**src/rtl/core/assert_macros.svh**
```systemverilog
// ---------------------------------------------------------------------------
// assert_macros.svh
// Assertion helpers for the conflict-free run detector. Simulation only; the
// synthesis branch expands to nothing.
// ---------------------------------------------------------------------------
`ifndef ASSERT_MACROS_SVH
`define ASSERT_MACROS_SVH

`ifndef SYNTHESIS

// Property checked on every rising edge outside reset.
`define CFRD_ASSERT(lbl, clk, rst_n, prop) \
  lbl: assert property (@(posedge clk) disable iff (!rst_n) (prop)) \
    else $error("cfrd assertion failed");

// Condition that must never be seen outside reset.
`define CFRD_NEVER(lbl, clk, rst_n, cond) \
  lbl: assert property (@(posedge clk) disable iff (!rst_n) !(cond)) \
    else $error("cfrd forbidden condition seen");

`else

`define CFRD_ASSERT(lbl, clk, rst_n, prop)
`define CFRD_NEVER(lbl, clk, rst_n, cond)

`endif

`endif

```
**src/rtl/core/cfrd_pkg.sv**
```systemverilog
// ---------------------------------------------------------------------------
// cfrd_pkg
// Shared types, constants and helpers of the conflict-free run detector.
// ---------------------------------------------------------------------------
package cfrd_pkg;

  // Number of samples taking part (2..64).
  localparam int unsigned SAMPLES           = 64;
  // Saturation point of the per-chromosome counters.
  localparam int unsigned MAX_CHROM_MARKERS = 1048576;

  localparam int unsigned CNT_W   = $clog2(MAX_CHROM_MARKERS + 1);
  localparam int unsigned IDX_W   = 20;
  localparam int unsigned CHROM_W = 8;
  localparam int unsigned POS_W   = 31;
  localparam int unsigned SNP_W   = 21;
  localparam int unsigned MASK_W  = 64;
  localparam int unsigned CFG_W   = 64;

  localparam logic [CNT_W-1:0] MaxChromMarkers = CNT_W'(MAX_CHROM_MARKERS);
  localparam logic [IDX_W-1:0] IdxLimit        = '1;
  localparam logic [MASK_W-1:0] SampleBits =
      (SAMPLES >= 64) ? '1 : ((MASK_W'(1) << SAMPLES) - MASK_W'(1));

  // Item kinds carried in the mode field.
  localparam logic ModeMarker = 1'b0;
  localparam logic ModeFlush  = 1'b1;

  typedef enum logic [1:0] {
    CfgSampleMask  = 2'd0,
    CfgMinGenDist  = 2'd1,
    CfgMinSnpCount = 2'd2
  } cfg_idx_e;

  typedef struct packed {
    logic               mode;
    logic [CHROM_W-1:0] chromosome;
    logic [POS_W-1:0]   gen_pos;
    logic [MASK_W-1:0]  hom_aa;
    logic [MASK_W-1:0]  hom_bb;
  } in_item_t;

  typedef struct packed {
    logic [CHROM_W-1:0] region_chromosome;
    logic [IDX_W-1:0]   first_marker;
    logic [IDX_W-1:0]   last_marker;
  } out_item_t;

  typedef struct packed {
    logic [MASK_W-1:0] sample_mask;
    logic [POS_W-1:0]  min_span;
    logic [SNP_W-1:0]  min_markers;
  } cfg_t;

  // Clamp a counter-derived index to the reported field width.
  function automatic logic [IDX_W-1:0] clamp_idx(logic [CNT_W-1:0] v);
    logic [IDX_W-1:0] r;
    if (32'(v) > 32'(IdxLimit)) r = IdxLimit;
    else                        r = IDX_W'(v);
    return r;
  endfunction

endpackage

```
**src/rtl/core/conflict_free_run_detector.sv**
```systemverilog
// ---------------------------------------------------------------------------
// conflict_free_run_detector
// Streams genotype markers, tracks runs of conflict-free markers per
// chromosome and reports each run that meets the length and count limits.
// ---------------------------------------------------------------------------
//  channel | direction | handshake             | payload
//  --------+-----------+-----------------------+-------------------------------
//  in      | sink      | in_valid_i/in_stall_o | in_item_i (marker or flush)
//  out     | source    | out_valid_o/out_stall_i | out_item_o (qualified region)
//  cfg     | sink      | cfg_we_i              | cfg_index_i, cfg_data_i
//
//  One item per cycle sustained while the output is not stalled; a result is
//  presented in the cycle after its item leaves stage one.
//  Stage one is the input register, stage two the result register; the run
//  state updates as an item leaves stage one.
//  A held result blocks stage one only; the input register still takes an
//  item if stage one is empty.
//  Reset clears the run state and loads the register defaults.
// ---------------------------------------------------------------------------
module conflict_free_run_detector
  import cfrd_pkg::*;
(
  input  logic             clk_i,
  input  logic             rst_ni,
  // item input
  input  logic             in_valid_i,
  output logic             in_stall_o,
  input  in_item_t         in_item_i,
  // result output
  output logic             out_valid_o,
  input  logic             out_stall_i,
  output out_item_t        out_item_o,
  // configuration writes
  input  logic             cfg_we_i,
  input  logic [1:0]       cfg_index_i,
  input  logic [CFG_W-1:0] cfg_data_i
);

  // Configuration registers
  cfg_t cfg_q, cfg_d;

  always_comb begin
    cfg_d = cfg_q;
    if (cfg_we_i) begin
      unique case (cfg_idx_e'(cfg_index_i))
        CfgSampleMask:  cfg_d.sample_mask = cfg_data_i[MASK_W-1:0];
        CfgMinGenDist:  cfg_d.min_span    = cfg_data_i[POS_W-1:0];
        CfgMinSnpCount: cfg_d.min_markers = cfg_data_i[SNP_W-1:0];
        default: ; // unused index, write dropped
      endcase
    end
  end

  always_ff @(posedge clk_i or negedge rst_ni) begin
    if (!rst_ni) begin
      cfg_q.sample_mask <= '1;
      cfg_q.min_span    <= POS_W'(40000);
      cfg_q.min_markers <= SNP_W'(100);
    end else begin
      cfg_q <= cfg_d;
    end
  end

  // Stage one: input register
  logic      in_valid_q, in_valid_d;
  in_item_t  in_item_q;
  logic      advance, in_accept;
  // Stage two state, read by the stage one control
  logic      out_valid_q, out_valid_d;
  out_item_t out_item_q;

  // Stage one empties whenever the result register is free or being taken.
  assign advance    = !out_valid_q || !out_stall_i;
  assign in_stall_o = in_valid_q && !advance;
  assign in_accept  = in_valid_i && !in_stall_o;

  always_comb begin
    in_valid_d = in_valid_q;
    if (in_accept)    in_valid_d = 1'b1;
    else if (advance) in_valid_d = 1'b0;
  end

  always_ff @(posedge clk_i or negedge rst_ni) begin
    if (!rst_ni) in_valid_q <= 1'b0;
    else         in_valid_q <= in_valid_d;
  end

  always_ff @(posedge clk_i) begin
    if (in_accept) in_item_q <= in_item_i;
  end

  // Run tracking between the two registers
  logic      step, emit;
  out_item_t result;

  assign step = in_valid_q && advance;

  cfrd_run_tracker u_tracker (
    .clk_i    (clk_i),
    .rst_ni   (rst_ni),
    .step_i   (step),
    .item_i   (in_item_q),
    .cfg_i    (cfg_q),
    .emit_o   (emit),
    .result_o (result)
  );

  // Stage two: result register
  always_comb begin
    out_valid_d = out_valid_q;
    if (advance) out_valid_d = step && emit;
  end

  always_ff @(posedge clk_i or negedge rst_ni) begin
    if (!rst_ni) out_valid_q <= 1'b0;
    else         out_valid_q <= out_valid_d;
  end

  always_ff @(posedge clk_i) begin
    if (step && emit) out_item_q <= result;
  end

  assign out_valid_o = out_valid_q;
  assign out_item_o  = out_item_q;

endmodule

```
**src/rtl/core/cfrd_run_tracker.sv**
```systemverilog
// ---------------------------------------------------------------------------
// cfrd_run_tracker
// Run state per chromosome, conflict test and region qualification for one
// item per cycle in which step_i is high.
// ---------------------------------------------------------------------------
`include "assert_macros.svh"

module cfrd_run_tracker
  import cfrd_pkg::*;
(
  input  logic      clk_i,
  input  logic      rst_ni,
  input  logic      step_i,
  input  in_item_t  item_i,
  input  cfg_t      cfg_i,
  output logic      emit_o,
  output out_item_t result_o
);

  logic [CHROM_W-1:0] open_chrom_q, open_chrom_d;
  logic               chrom_valid_q, chrom_valid_d;
  logic [CNT_W-1:0]   marker_idx_q, marker_idx_d;
  logic [CNT_W-1:0]   run_len_q, run_len_d;
  logic [POS_W-1:0]   run_start_q, run_start_d;
  logic [POS_W-1:0]   last_pos_q, last_pos_d;

  logic [MASK_W-1:0]  mask, aa, bb;
  logic               conflict, chrom_change, new_chrom, do_check;
  logic [POS_W-1:0]   end_pos;
  logic [CNT_W:0]     count;
  logic [POS_W:0]     limit_pos;
  logic               len_ok, cnt_ok;
  logic [CNT_W-1:0]   run_base, idx_base;

  // Masked conflict: an AA sample and a BB sample together; AA wins a tie.
  assign mask     = cfg_i.sample_mask & SampleBits;
  assign aa       = item_i.hom_aa & mask;
  assign bb       = item_i.hom_bb & ~item_i.hom_aa & mask;
  assign conflict = (aa != '0) && (bb != '0);

  assign chrom_change = chrom_valid_q && (item_i.chromosome != open_chrom_q);
  assign new_chrom    = !chrom_valid_q || (item_i.chromosome != open_chrom_q);

  // One qualification check serves all three ways of closing a run.
  always_comb begin
    if (item_i.mode) begin
      do_check = chrom_valid_q;
      end_pos  = last_pos_q;
      count    = {1'b0, run_len_q};
    end else if (chrom_change) begin
      do_check = 1'b1;
      end_pos  = last_pos_q;
      count    = {1'b0, run_len_q};
    end else begin
      do_check = !new_chrom && conflict;
      end_pos  = item_i.gen_pos;
      count    = {1'b0, run_len_q} + (CNT_W+1)'(1);
    end
  end

  assign limit_pos = {1'b0, run_start_q} + {1'b0, cfg_i.min_span};
  assign len_ok    = {1'b0, end_pos} >= limit_pos;
  assign cnt_ok    = 32'(count) >= 32'(cfg_i.min_markers);
  assign emit_o    = do_check && (run_len_q != '0) && len_ok && cnt_ok;

  assign result_o.region_chromosome = open_chrom_q;
  assign result_o.first_marker      = clamp_idx(marker_idx_q - run_len_q);
  assign result_o.last_marker       = clamp_idx(marker_idx_q - CNT_W'(1));

  assign run_base = new_chrom ? '0 : run_len_q;
  assign idx_base = new_chrom ? '0 : marker_idx_q;

  always_comb begin
    open_chrom_d  = open_chrom_q;
    chrom_valid_d = chrom_valid_q;
    marker_idx_d  = marker_idx_q;
    run_len_d     = run_len_q;
    run_start_d   = run_start_q;
    last_pos_d    = last_pos_q;
    if (step_i) begin
      if (item_i.mode) begin
        chrom_valid_d = 1'b0;
        marker_idx_d  = '0;
        run_len_d     = '0;
      end else begin
        chrom_valid_d = 1'b1;
        open_chrom_d  = item_i.chromosome;
        if (conflict) begin
          run_len_d = '0;
        end else begin
          if (run_base == '0) run_start_d = item_i.gen_pos;
          run_len_d  = (run_base < MaxChromMarkers) ? run_base + CNT_W'(1) : run_base;
          last_pos_d = item_i.gen_pos;
        end
        marker_idx_d = (idx_base < MaxChromMarkers) ? idx_base + CNT_W'(1) : idx_base;
      end
    end
  end

  always_ff @(posedge clk_i or negedge rst_ni) begin
    if (!rst_ni) begin
      open_chrom_q  <= '0;
      chrom_valid_q <= 1'b0;
      marker_idx_q  <= '0;
      run_len_q     <= '0;
      run_start_q   <= '0;
      last_pos_q    <= '0;
    end else begin
      open_chrom_q  <= open_chrom_d;
      chrom_valid_q <= chrom_valid_d;
      marker_idx_q  <= marker_idx_d;
      run_len_q     <= run_len_d;
      run_start_q   <= run_start_d;
      last_pos_q    <= last_pos_d;
    end
  end

  // The run never holds more markers than the chromosome has seen.
  `CFRD_ASSERT(a_run_within_idx, clk_i, rst_ni, run_len_q <= marker_idx_q)
  // No chromosome open means no run and no index.
  `CFRD_ASSERT(a_closed_empty, clk_i, rst_ni, chrom_valid_q || (run_len_q == '0 && marker_idx_q == '0))
  // Counters stop at the saturation point.
  `CFRD_NEVER(a_idx_sat, clk_i, rst_ni, marker_idx_q > MaxChromMarkers)
  // A flush leaves the chromosome closed and the run empty.
  `CFRD_ASSERT(a_flush_closes, clk_i, rst_ni, step_i && item_i.mode |=> !chrom_valid_q && run_len_q == '0)

endmodule

```
**config.mk**
```make
export PLATFORM = sky130hd
export DESIGN_NAME = conflict_free_run_detector
export DESIGN_NICKNAME = d
export VERILOG_FILES = /design/src/rtl/core/cfrd_pkg.sv /design/src/rtl/core/conflict_free_run_detector.sv /design/src/rtl/core/cfrd_run_tracker.sv
export VERILOG_INCLUDE_DIRS = /design/src /design/src/rtl/core
export SDC_FILE = /design/constraint.sdc
export NUM_CORES = 1
export LEC_CHECK = 0
export BUFFER_PORTS_ARGS = -buffer_cell sky130_fd_sc_hd__buf_4
export CORE_MARGIN = 3
export CORE_UTILIZATION = 55
export CTS_CLUSTER_SIZE = 30
export DETAILED_ROUTE_END_ITERATION = 6
export HOLD_SLACK_MARGIN = 0.02
export PLACE_DENSITY_LB_ADDON = 0.08
export SYNTH_ARGS = -nofsm -noshare
export SYNTH_HDL_FRONTEND = slang
export SYNTH_SLANG_ARGS = --single-unit
```
**constraint.sdc**
```tcl
create_clock -name clk_i -period 6.8 [get_ports clk_i]
set_clock_uncertainty 0.05 [all_clocks]
set_input_delay 0.34 -clock clk_i [delete_from_list [all_inputs] [get_ports clk_i]]
set_output_delay 0.34 -clock clk_i [all_outputs]
set_load 0.02 [all_outputs]
```
==> metrics.cfg <==
[critical_path]
ff2ff_setup_slack_ps = 1720
critPathSlowestCell = fa_1
path_class = reg2reg
start_kind = register
end_kind = register
path_max_fanout = 48
crit_arrival_ps = 5300
worstReg2RegEnd = out_item_o[4]
rr_startpoint = u_tracker.run_start_q[0]
worstRegToRegCells = 19
cp_common_cell = ha_1
crit_chain = ha_1, inv_1, fa_1, nand2b_1, a211oi_1, o21ai_0, a21oi_1, o21bai_1, nand3_1, a31oi_1, xor2_1, ha_1, nand4_1, or3_1, nor4_1, a211o_1, o2111ai_1, nor2_4, buf_12
crit_required_ps = 7010
critPathMaxStageDelay_ps = 390

[floorplan]
coreArea_mm2 = 0.0398
die_area_mm2 = 0.0429
dieWidth_um = 207
core.rowCount = 73
ios = 289
start_util_pct = 55.9
die_h_um = 207

[global_route]
grt_max_degree = 86
grt_pass1_vias = 17500
grt_pass1_wl_um = 101000
antenna_found_initial = 2
gr-total-overflow = 0
track_usage_pct = 29.9

[yosys]
synth_area_per_cell_um2 = 12.4
yosysSeqAreaShare_pct = 55.5
synth_ff_type = edfxtp_1
synth-async-reset-ratio_pct = 51.7
synth_edf_count = 216
syn_area_mm2 = 0.0223
synth_seq_cells = 447
yosysWarnings = 0
synth_cell_types = 71
netlist_instances = 1791
syn_nets = 2142

[pwr]
ir_worst_vdd_uv = 258
power.density_mw_per_mm2 = 258
leakagePower_nw = 12.3
p_total_mw = 7.48

[sta]
setup_viol = 0
hold_violations = 0
worst_pin_slew_ps = 1150
relSlewSlack_pct = 23.3
rsz0062_at_grt = no
period_minus_slack_ps = 5080
fmax_mhz = 197
fin_tns_setup_ps = 0
fin_crit_sh_pct = 74.7
slew_viol_final = 0

[routing]
finalWirelength_um = 64900
dr.pass1.iters = 5
wl_per_cell_um = 22.6
initialDrtViolationCount = 1583
antenna_left = 0
vias = 17100
drc = 0
viasPerCell = 5.95

[layout]
seq_area_mm2 = 0.0124
fin_cells = 2877
area_growth_pct = 30.2
multi_input_area_mm2 = 0.00940
drive_gt1_share_pct = 29.2
fillers = 2599
finalInstanceArea_mm2 = 0.0290
fin_util_pct = 72.8
nNetsFinal = 2663

[cts]
cts_tree = done
cts_buffers = 48
htree_levels = 2
insertion_delay_ps = 610
cts.path.max_buffers = 3
clkSinkCount = 447
clkTransAtPathRegs_ps = 60
cts-root-buf = clkbuf_16

[place]
place_area_mm2 = 0.0250
globalplace.congestion = 0.915
io_buffers = 288
placed_cells = 2552
hpwl_um = 42500

[hold_path]
hold_start = out_stall_i
hold_end = out_valid_o
whs_path_depth = 3
min_path_type = in2reg

[flow_run]
max-cap-violations = 0

[run_status]
run_status = completed

[layout by cell type (no fill, tap or decap), types with 6 or more instances in the layout]
cell type and instances:
edfxtp_1 216, clkinv_2 10, o21ai_0 75, a21oi_1 62, inv_1 66, dfstp_2 72
and3_1 13, nand4_1 39, nor2b_1 11, a31oi_1 8, or4_1 7, a221oi_1 18
xor2_1 36, o21bai_1 9, nor4_1 23, mux2_2 216, nor2_1 65, nand2b_1 14
nand3_1 37, dfrtp_1 159, nand2_1 110, nand3b_1 70, dlygate4sd3_1 235, o22ai_1 7
xnor2_1 52, or3_1 12, clkbuf_16 49, a22o_1 21, buf_4 303, a211oi_1 13
clkinv_1 7, nor3_1 30, o21a_1 9, clkbuf_8 6, a21o_1 38, clkbuf_1 6
o31ai_1 16, ha_1 110
[worst max path at each step]
stage                                        start              to  slack [ps]  cells after the start
after CTS                                cfg_q[21]  out_item_o[29]        1780                     19
final                     u_tracker.run_start_q[0]   out_item_o[4]        1720                     19
after floorplan                          cfg_q[21]   out_item_o[0]         780                     18
after global placement                   cfg_q[21]  out_item_o[21]        1860                     19
after global routing                     cfg_q[21]  out_item_o[29]        1220                     19
after detailed placement                 cfg_q[21]  out_item_o[23]        1820                     19
[layer usage]
metal / share of wire (%) / wire [um] / global-route usage (%)
met4: 4.2 / 2730 / 11.3
met3: 6.8 / 4430 / 4.92
met1: 39 / 25300 / 38.1
met5: 0 / 0 / 0
met2: 50 / 32400 / 51.7
[timing repair]
action | CTS | global route
endpoints found under the hold margin | 320 | 0
resized for setup | 0 | 0
hold buffers | 235 | 0
setup buffers | 0 | 0
[power breakdown]
| part | internal, mW | switching, mW | total (mW) |
|---|---|---|---|
| Sequential | 3.17 | 0.192 | 3.37 |
| Combinational | 0.708 | 0.685 | 1.39 |
| Clock | 1.59 | 1.14 | 2.73 |
[cell usage after synthesis (all sizes together) (52+ instances only)]
cell type,n,area [um2]
edfxtp,216,6490
mux2,216,2430
dfrtp,159,3980
nand2,111,417
ha,110,1380
o21ai,75,375
dfstp,72,1890
nand3b,70,526
nor2,67,251
inv,66,248
a21oi,63,315
clkbuf,61,229
xnor2,52,455
[cells by family (layout without fill, tap and decap cells)]
group                    count (synthesis)  count (layout)  synth area share (%)
AND/OR/NAND/NOR                        459             459                  11.2
multiplexers                           220             220                  11.1
other                                    0               1                     0
flip-flops                             447             447                  55.5
adder cells (fa/ha/maj)                112             112                  6.37
buffers and inverters                  136             696                  2.34
AO/OA/AOI/OAI                          329             329                  9.95
XOR/XNOR                                88              88                  3.46
[worst max-delay path, delay by kind of cell, from the launching register on]
family	cells	cell delay, ps
buf+inv	2	330
xor+xnor	1	170
simple gates	6	1210
compound gates	7	1710
fa+ha+maj	3	880
flops	1	350
[final cells by class]
cell class	instances	area share, %
diodes	1	0.00864
clock buffers	61	4.59
clock inverters	28	1.07
inverters	67	0.868
multi-input cells	1208	32.5
flip-flops and latches	447	42.6
well taps	525	2.27
repair buffers	540	16.1
[metrics by stage]
| step | setup slack, ps | hold slack, ps |
|---|---|---|
| after global placement | 1860 | 354 |
| after global routing | 1220 | 56.9 |
| final | 1720 | 60.7 |
| after detailed placement | 1820 | 351 |
| after floorplan | 781 | -5.59 |
| after CTS | 1780 | 27.0 |
[state kept, by name, summed over array words and instances, names as in the netlist, 8 cells and up]
name / flops
in_item_q: 168
cfg_q: 116
out_item_o: 48
u_tracker.last_pos_q: 31
u_tracker.run_start_q: 31
u_tracker.marker_idx_q: 21
u_tracker.run_len_q: 21
u_tracker.open_chrom_q: 8
(Power assumes the default switching activity.)
